--- src/sv/tdp_pkg.sv ---
package tdp_pkg;

    localparam int NUMBER_WIDTH = 32;
    // Trial divisors stay at or below sqrt(2^(NUMBER_WIDTH-1)) + 8.
    localparam int DIV_W        = NUMBER_WIDTH / 2 + 1;
    localparam int SQ_W         = NUMBER_WIDTH + 1;
    localparam int CNT_W        = $clog2(NUMBER_WIDTH);

    localparam int WHEEL_START  = 5;
    localparam int WHEEL_STEP   = 6;
    localparam int PAIR_GAP     = 2;
    localparam int SMALL_PRIME  = 3;

    localparam logic [NUMBER_WIDTH-1:0] NUM_ONE   = NUMBER_WIDTH'(1);
    localparam logic [NUMBER_WIDTH-1:0] NUM_THREE = NUMBER_WIDTH'(SMALL_PRIME);
    localparam logic [DIV_W-1:0]        DIV_THREE = DIV_W'(SMALL_PRIME);
    localparam logic [DIV_W-1:0]        DIV_START = DIV_W'(WHEEL_START);
    localparam logic [DIV_W-1:0]        DIV_GAP   = DIV_W'(PAIR_GAP);
    localparam logic [DIV_W-1:0]        DIV_STEP  = DIV_W'(WHEEL_STEP);
    localparam logic [SQ_W-1:0]         SQ_START  = SQ_W'(WHEEL_START * WHEEL_START);
    localparam logic [SQ_W-1:0]         SQ_STEP   = SQ_W'(WHEEL_STEP * WHEEL_STEP);

    typedef struct packed {
        logic             start;
        logic [DIV_W-1:0] divisor;
    } div_req_t;

    typedef struct packed {
        logic done;
        logic rem_zero;
    } div_rsp_t;

endpackage

--- src/sv/trial_division_prime_test_top.sv ---
// Trial-division primality test on the 6k +/- 1 wheel.
// Input channel: in_valid / in_stall with the signed field number. A transfer
// takes place on a rising edge with in_valid high and in_stall low.
// Output channel: out_valid / out_stall with is_prime, one result per number.
// The block holds one number at a time: in_stall is high from the transfer
// until its result has moved into the output register.
// Negatives, 0..3 and even numbers are settled without the divider. Others
// pay one remainder by 3 on the bit-serial divider, then per wheel step one
// compare state plus two remainders. The step count is about sqrt(number) / 6,
// so a large prime near 2^31 runs the longest search, whose length the shared
// one-bit-per-cycle divider sets.
// The output register parts the two sides: while a result waits under
// out_stall the next number is already accepted and searched, and only its
// own hand-off waits for the register to empty.
// Reset (rst_n low, asynchronous) returns the sequencer to idle and clears
// out_valid; a number in progress is dropped.
module trial_division_prime_test_top
    import tdp_pkg::*;
(
    input  logic                           clk,
    input  logic                           rst_n,
    input  logic                           in_valid,
    output logic                           in_stall,
    input  logic signed [NUMBER_WIDTH-1:0] number,
    output logic                           out_valid,
    input  logic                           out_stall,
    output logic                           is_prime
);

    typedef enum logic [6:0] {
        ST_IDLE   = 7'b0000001,
        ST_DECIDE = 7'b0000010,
        ST_WAIT3  = 7'b0000100,
        ST_CHECK  = 7'b0001000,
        ST_WAITA  = 7'b0010000,
        ST_WAITB  = 7'b0100000,
        ST_FINISH = 7'b1000000
    } state_t;

    state_t                  state_reg, state_next;
    logic [NUMBER_WIDTH-1:0] held_reg, held_next;
    logic [DIV_W-1:0]        div_reg, div_next;
    logic [SQ_W-1:0]         sq_reg, sq_next;
    logic                    result_reg, result_next;
    logic                    out_valid_reg, out_valid_next;
    logic                    out_prime_reg, out_prime_next;
    div_req_t                req;
    div_rsp_t                rsp;

    tdp_div_serial u_div (
        .clk      (clk),
        .rst_n    (rst_n),
        .req      (req),
        .dividend (held_reg),
        .rsp      (rsp)
    );

    always_comb
    begin
        state_next     = state_reg;
        held_next      = held_reg;
        div_next       = div_reg;
        sq_next        = sq_reg;
        result_next    = result_reg;
        out_valid_next = out_valid_reg;
        out_prime_next = out_prime_reg;
        req.start      = 1'b0;
        req.divisor    = div_reg;

        // Drop the result once it is transferred.
        if (out_valid_reg && !out_stall)
        begin
            out_valid_next = 1'b0;
        end

        unique case (state_reg)
            ST_IDLE:
            begin
                if (in_valid)
                begin
                    held_next  = unsigned'(number);
                    state_next = ST_DECIDE;
                end
            end
            ST_DECIDE:
            begin
                priority if (held_reg[NUMBER_WIDTH-1] || held_reg <= NUM_ONE)
                begin
                    result_next = 1'b0;
                    state_next  = ST_FINISH;
                end
                else if (held_reg <= NUM_THREE)
                begin
                    result_next = 1'b1;
                    state_next  = ST_FINISH;
                end
                else if (!held_reg[0])
                begin
                    result_next = 1'b0;
                    state_next  = ST_FINISH;
                end
                else
                begin
                    req.start   = 1'b1;
                    req.divisor = DIV_THREE;
                    state_next  = ST_WAIT3;
                end
            end
            ST_WAIT3:
            begin
                if (rsp.done)
                begin
                    if (rsp.rem_zero)
                    begin
                        result_next = 1'b0;
                        state_next  = ST_FINISH;
                    end
                    else
                    begin
                        div_next   = DIV_START;
                        sq_next    = SQ_START;
                        state_next = ST_CHECK;
                    end
                end
            end
            ST_CHECK:
            begin
                // Stop once i*i exceeds the number.
                if (sq_reg > SQ_W'(held_reg))
                begin
                    result_next = 1'b1;
                    state_next  = ST_FINISH;
                end
                else
                begin
                    req.start   = 1'b1;
                    req.divisor = div_reg;
                    state_next  = ST_WAITA;
                end
            end
            ST_WAITA:
            begin
                if (rsp.done)
                begin
                    if (rsp.rem_zero)
                    begin
                        result_next = 1'b0;
                        state_next  = ST_FINISH;
                    end
                    else
                    begin
                        req.start   = 1'b1;
                        req.divisor = div_reg + DIV_GAP;
                        state_next  = ST_WAITB;
                    end
                end
            end
            ST_WAITB:
            begin
                if (rsp.done)
                begin
                    if (rsp.rem_zero)
                    begin
                        result_next = 1'b0;
                        state_next  = ST_FINISH;
                    end
                    else
                    begin
                        // (i+6)^2 = i^2 + 12i + 36
                        div_next   = div_reg + DIV_STEP;
                        sq_next    = sq_reg + SQ_W'({div_reg, 3'b000})
                                   + SQ_W'({div_reg, 2'b00}) + SQ_STEP;
                        state_next = ST_CHECK;
                    end
                end
            end
            ST_FINISH:
            begin
                if (!out_valid_reg || !out_stall)
                begin
                    out_valid_next = 1'b1;
                    out_prime_next = result_reg;
                    state_next     = ST_IDLE;
                end
            end
            default:
            begin
                state_next = ST_IDLE;
            end
        endcase
    end

    always_ff @(posedge clk or negedge rst_n)
    begin
        if (!rst_n)
        begin
            state_reg     <= ST_IDLE;
            out_valid_reg <= 1'b0;
        end
        else
        begin
            state_reg     <= state_next;
            out_valid_reg <= out_valid_next;
        end
    end

    always_ff @(posedge clk)
    begin
        held_reg      <= held_next;
        div_reg       <= div_next;
        sq_reg        <= sq_next;
        result_reg    <= result_next;
        out_prime_reg <= out_prime_next;
    end

    assign in_stall  = (state_reg != ST_IDLE);
    assign out_valid = out_valid_reg;
    assign is_prime  = out_prime_reg;

endmodule

--- src/sv/tdp_div_serial.sv ---
module tdp_div_serial
    import tdp_pkg::*;
(
    input  logic                    clk,
    input  logic                    rst_n,
    input  div_req_t                req,
    input  logic [NUMBER_WIDTH-1:0] dividend,
    output div_rsp_t                rsp
);

    logic                    busy_reg, busy_next;
    logic                    done_reg, done_next;
    logic [CNT_W-1:0]        cnt_reg, cnt_next;
    logic [NUMBER_WIDTH-1:0] shift_reg, shift_next;
    logic [DIV_W-1:0]        rem_reg, rem_next;
    logic [DIV_W-1:0]        dsr_reg, dsr_next;
    logic [DIV_W:0]          trial;
    logic [DIV_W:0]          diff;
    logic                    fits;

    // One quotient bit per cycle, restoring form.
    always_comb
    begin
        trial      = {rem_reg, shift_reg[NUMBER_WIDTH-1]};
        diff       = trial - {1'b0, dsr_reg};
        fits       = (trial >= {1'b0, dsr_reg});
        busy_next  = busy_reg;
        done_next  = 1'b0;
        cnt_next   = cnt_reg;
        shift_next = shift_reg;
        rem_next   = rem_reg;
        dsr_next   = dsr_reg;
        if (req.start)
        begin
            busy_next  = 1'b1;
            cnt_next   = '0;
            shift_next = dividend;
            rem_next   = '0;
            dsr_next   = req.divisor;
        end
        else if (busy_reg)
        begin
            shift_next = {shift_reg[NUMBER_WIDTH-2:0], 1'b0};
            rem_next   = fits ? diff[DIV_W-1:0] : trial[DIV_W-1:0];
            cnt_next   = cnt_reg + CNT_W'(1);
            if (cnt_reg == CNT_W'(NUMBER_WIDTH - 1))
            begin
                busy_next = 1'b0;
                done_next = 1'b1;
            end
        end
    end

    always_ff @(posedge clk or negedge rst_n)
    begin
        if (!rst_n)
        begin
            busy_reg <= 1'b0;
            done_reg <= 1'b0;
            cnt_reg  <= '0;
        end
        else
        begin
            busy_reg <= busy_next;
            done_reg <= done_next;
            cnt_reg  <= cnt_next;
        end
    end

    always_ff @(posedge clk)
    begin
        shift_reg <= shift_next;
        rem_reg   <= rem_next;
        dsr_reg   <= dsr_next;
    end

    assign rsp.done     = done_reg;
    assign rsp.rem_zero = (rem_reg == '0);

endmodule

--- config.mk ---
export PLATFORM = sky130hd
export DESIGN_NAME = trial_division_prime_test_top
export DESIGN_NICKNAME = d
export VERILOG_FILES = /design/src/sv/tdp_pkg.sv /design/src/sv/trial_division_prime_test_top.sv /design/src/sv/tdp_div_serial.sv
export SDC_FILE = /design/constraint.sdc
export NUM_CORES = 1
export LEC_CHECK = 0
export ABC_AREA = 1
export BUFFER_PORTS_ARGS = -buffer_cell sky130_fd_sc_hd__buf_2
export CAP_MARGIN = 20
export CORE_UTILIZATION = 41
export DETAILED_ROUTE_END_ITERATION = 10
export MAX_ROUTING_LAYER = met4
export SLEW_MARGIN = 5
export SYNTH_ARGS = -nofsm -noshare
export SYNTH_HDL_FRONTEND = slang
export SYNTH_SLANG_ARGS = --single-unit
--- constraint.sdc ---
create_clock -name clk -period 8.3 [get_ports clk]
set_input_delay 1.66 -clock clk [delete_from_list [all_inputs] [get_ports clk]]
set_output_delay 1.66 -clock clk [all_outputs]
set_load 0.02 [all_outputs]
==> results.sh <==
export IMPL_status="complete, no violations"
export IMPL_min_path_cells=0
export IMPL_cp_data_required_time_ps=8490
export IMPL_gr_total_overflow=0
export IMPL_leakage_nw=6.40
export IMPL_synth_net_count=1682
export IMPL_startpoint_type="flop"
export IMPL_cts_setup_buffers=0
export IMPL_dr_pass1_iters=7
export IMPL_clock_latency_ps=450
export IMPL_post_cts_resize_count=0
export IMPL_p_per_area_nw_per_um2=242
export IMPL_finalCritPeriodShare=0.413
export IMPL_finalWirelength_um=29300
export IMPL_ys_seq_area_frac=0.387
export IMPL_initial_core_util=0.422
export IMPL_num_antenna_cells=0
export IMPL_timing_final_crit_period_ps=3430
export IMPL_cp_max_fo=6
export IMPL_ys_warn_count=0
export IMPL_hp_class="reg -> reg"
export IMPL_grt_use_met3=0.0330
export IMPL_synth_cell_types=51
export IMPL_fin_nets=1715
export IMPL_cts_made_buffers=17
export IMPL_finalWorstSetupSlack_ps=4870
export IMPL_syn2layout_area_growth_pct=9.53
export IMPL_busiest_layer="met2"
export IMPL_critPathArrivalTime_ps=3620
export IMPL_die_x_um=172
export IMPL_netlist_area_sq_um=11800
export IMPL_timing_fmax_mhz=292
export IMPL_reg2reg_to="sq_reg[26]$_SDFFCE_PP0P_"
export IMPL_via_count=9788
export IMPL_rsz0062_at_grt="no"
export IMPL_cts_tree="yes"
export IMPL_seq_power_share=0.396
export IMPL_use_met1=0.271
export IMPL_cts_max_path_buffers=2
export IMPL_dp_hpwl_um=22300
export IMPL_fillers=2858
export IMPL_post_drt_wl_per_cell_um=15.0
export IMPL_final_cells=1952
export IMPL_drv_slew=0
export IMPL_dp_cells=1920
export IMPL_grt_pass1_vias=9406
export IMPL_rows=61
export IMPL_path_class="reg -> reg"
export IMPL_avgSynthCellArea_sq_um=7.75
export IMPL_io_buffers=38
export IMPL_rr_worst_depth=14
export IMPL_crit_reg2reg_launch="div_reg[1]$_SDFFCE_PP0P_"
export IMPL_clk_pin_slew_worst_paths_ps=70
export IMPL_end_kind="flop"
export IMPL_preCtsSetupSlack_ps=4880
export IMPL_finalHoldViolations=0
export IMPL_tightest_slew_ps=771
export IMPL_synthCells=1528
export IMPL_first_iter_violations=750
export IMPL_cts_hold_buf=0
export IMPL_grt_max_degree=67
export IMPL_ys_seq_elements=161
export IMPL_finalSetupViolations=0
export IMPL_swShare=0.389
export IMPL_die_height_um=172
export IMPL_htree_levels=4
export IMPL_min_to="is_prime$_DFFE_PP_"
export IMPL_p_int_w=0.00191
export IMPL_io_pins=39
export IMPL_p_comb_frac=0.349
export IMPL_via_per_inst=5.01
export IMPL_grt_use_total=0.215
export IMPL_root_buffer="clkbuf_16"
export IMPL_max_slew_margin=0.486
export IMPL_p_clk_frac=0.254
export IMPL_cap_viol_max_count=0
export IMPL_ant_nets=0
export IMPL_met2_usage=0.363
export IMPL_hp_start="result_reg$_DFFE_PP_"
export IMPL_drcViolationCount=0
export IMPL_reg2reg_setup_slack_ps=4870
export IMPL_gp_congestion=0.904
export IMPL_coreArea_sq_um=28100
export IMPL_skew_ps=16.8
export IMPL_layout_drive_gt1_share=0.0686
export IMPL_antenna_found_initial=0
export IMPL_dieArea_sq_um=29600
export IMPL_p_switching_w=0.00122
export IMPL_fin_setup_tns_ps=0
export IMPL_grt_pass1_wl_um=47800
export IMPL_peakVddDrop_mv=0.133
export IMPL_cts_sinks=161
[metrics by stage]
step / power, W / hold WS [ps] / utilization / instance area (sq um)
floorplan: 0.00209 / 400 / - / 11800
global route: 0.00337 / 447 / 0.462 / 13000
CTS: 0.00316 / 443 / 0.462 / 13000
detailed placement: 0.00235 / 424 / 0.441 / 12400
finish: 0.00313 / 440 / 0.462 / 13000
global placement: 0.00233 / 405 / 0.441 / 12400
[power by group through the flow]
stage / Combinational [W] / Clock, W / Sequential, W
after global routing: 0.00127 / 0.000839 / 0.00126
after global placement: 0.00108 / 0 / 0.00125
after CTS: 0.00110 / 0.000815 / 0.00124
after detailed placement: 0.00109 / 0 / 0.00126
after floorplan: 0.000865 / 0 / 0.00123
final: 0.00110 / 0.000796 / 0.00124
[layout by cell type, fill, tap and decap left out, types with 3 or more instances in the layout]
master | Yosys | final
and2_1 | 4 | 4
nand4_4 | 3 | 3
inv_2 | 7 | 7
a21oi_1 | 97 | 97
nor3_1 | 20 | 20
buf_4 | 0 | 9
fa_1 | 17 | 17
clkbuf_16 | 0 | 17
nor2_1 | 158 | 156
buf_2 | 16 | 38
nor2_2 | 5 | 6
inv_8 | 0 | 7
o21a_1 | 6 | 6
xnor2_1 | 5 | 5
dfrtp_1 | 14 | 14
o21bai_1 | 3 | 3
nand2_1 | 402 | 402
nand4_1 | 64 | 64
inv_1 | 248 | 248
nand3b_1 | 8 | 8
o21ai_1 | 3 | 3
ha_1 | 101 | 101
o211ai_1 | 5 | 5
edfxtp_1 | 129 | 129
inv_6 | 0 | 3
xor2_1 | 17 | 17
a31oi_1 | 3 | 3
nand3_1 | 69 | 69
o21ai_0 | 57 | 57
a21o_1 | 5 | 5
dfxtp_1 | 17 | 17
[Yosys cell counts, drive strengths merged]
| library cell | n | area (sq um) |
|---|---|---|
| nand4 | 69 | 489 |
| o211ai | 5 | 37.5 |
| mux2i | 2 | 20.0 |
| dfstp | 1 | 26.3 |
| dfxtp | 17 | 340 |
| nor3b | 1 | 7.51 |
| conb | 1 | 3.75 |
| edfxtp | 129 | 3870 |
| and2 | 4 | 25.0 |
| nand3b | 9 | 80.1 |
| nand2b | 1 | 6.26 |
| a21boi | 1 | 7.51 |
| clkinv | 1 | 3.75 |
| or2 | 2 | 12.5 |
| xnor2 | 5 | 43.8 |
| a21o | 5 | 37.5 |
| o31ai | 2 | 15.0 |
| nor2 | 164 | 636 |
| nand3 | 71 | 365 |
| o21a | 6 | 45.0 |
| nor4 | 1 | 6.26 |
| o21bai | 3 | 22.5 |
| nor2b | 1 | 6.26 |
| o2111ai | 1 | 8.76 |
| xor2 | 17 | 149 |
| o21ai | 60 | 300 |
| a21oi | 97 | 485 |
| dfrtp | 14 | 350 |
| a31oi | 3 | 18.8 |
| clkbuf | 9 | 33.8 |
| buf | 24 | 163 |
| fa | 17 | 340 |
| nor3 | 21 | 110 |
| inv | 255 | 957 |
| ha | 101 | 1260 |
| nand2 | 406 | 1540 |
| and3 | 2 | 12.5 |
[worst max-delay path by stage]
| stage | start | to | slack (ps) | depth (start not counted) |
|---|---|---|---|---|
| detailed placement | div_reg[1]$_SDFFCE_PP0P_ | sq_reg[26]$_SDFFCE_PP0P_ | 4880 | 14 |
| floorplan | in_valid | held_reg[0]$_DFFE_PP_ | 4810 | 2 |
| CTS | div_reg[1]$_SDFFCE_PP0P_ | sq_reg[26]$_SDFFCE_PP0P_ | 4860 | 14 |
| global route | div_reg[1]$_SDFFCE_PP0P_ | sq_reg[30]$_SDFFCE_PP0P_ | 4560 | 14 |
| finish | div_reg[1]$_SDFFCE_PP0P_ | sq_reg[26]$_SDFFCE_PP0P_ | 4870 | 14 |
| global placement | div_reg[1]$_SDFFCE_PP0P_ | sq_reg[22]$_SDFFCE_PP0P_ | 4960 | 14 |
[critical path, cell delays in order, from the launching register on]
cell and delay [ps]:
edfxtp_1 450, inv_1 170, fa_1 550, inv_1 40, ha_1 280, ha_1 260, fa_1 410, nand2_1 90
nand2_1 50, o21ai_0 180, o21ai_1 220, nand3_1 110, nand3_1 130, o21ai_0 180, a21oi_1 50
[cell families after synthesis]
group | Yosys count | share of synthesized area
buf+inv | 289 | 0.0977
flops | 161 | 0.387
fa+ha+maj | 118 | 0.135
compound gates | 183 | 0.0826
mux | 2 | 0.00169
other cells | 1 | 0.000317
xor+xnor | 22 | 0.0163
simple gates | 752 | 0.279
[layer usage]
| layer | vias to the layer above | routed length [um] |
|---|---|---|
| met2 | 220 | 14100 |
| met3 | 29 | 1220 |
| met4 | 0 | 535 |
| met5 | - | 0 |
| li1 | 5072 | - |
| met1 | 4467 | 13400 |
[area by class of cell]
| class | instances | area [sq um] | area share |
|---|---|---|---|
| clock buffers | 18 | 429 | 0.0331 |
| flip-flops and latches | 161 | 4590 | 0.354 |
| well taps | 378 | 473 | 0.0364 |
| clock inverters | 14 | 155 | 0.0120 |
| repair buffers | 47 | 258 | 0.0199 |
| multi-input cells | 1078 | 6110 | 0.471 |
| inverters | 256 | 961 | 0.0741 |
No activity file was read; power rests on OpenSTA's default activity.
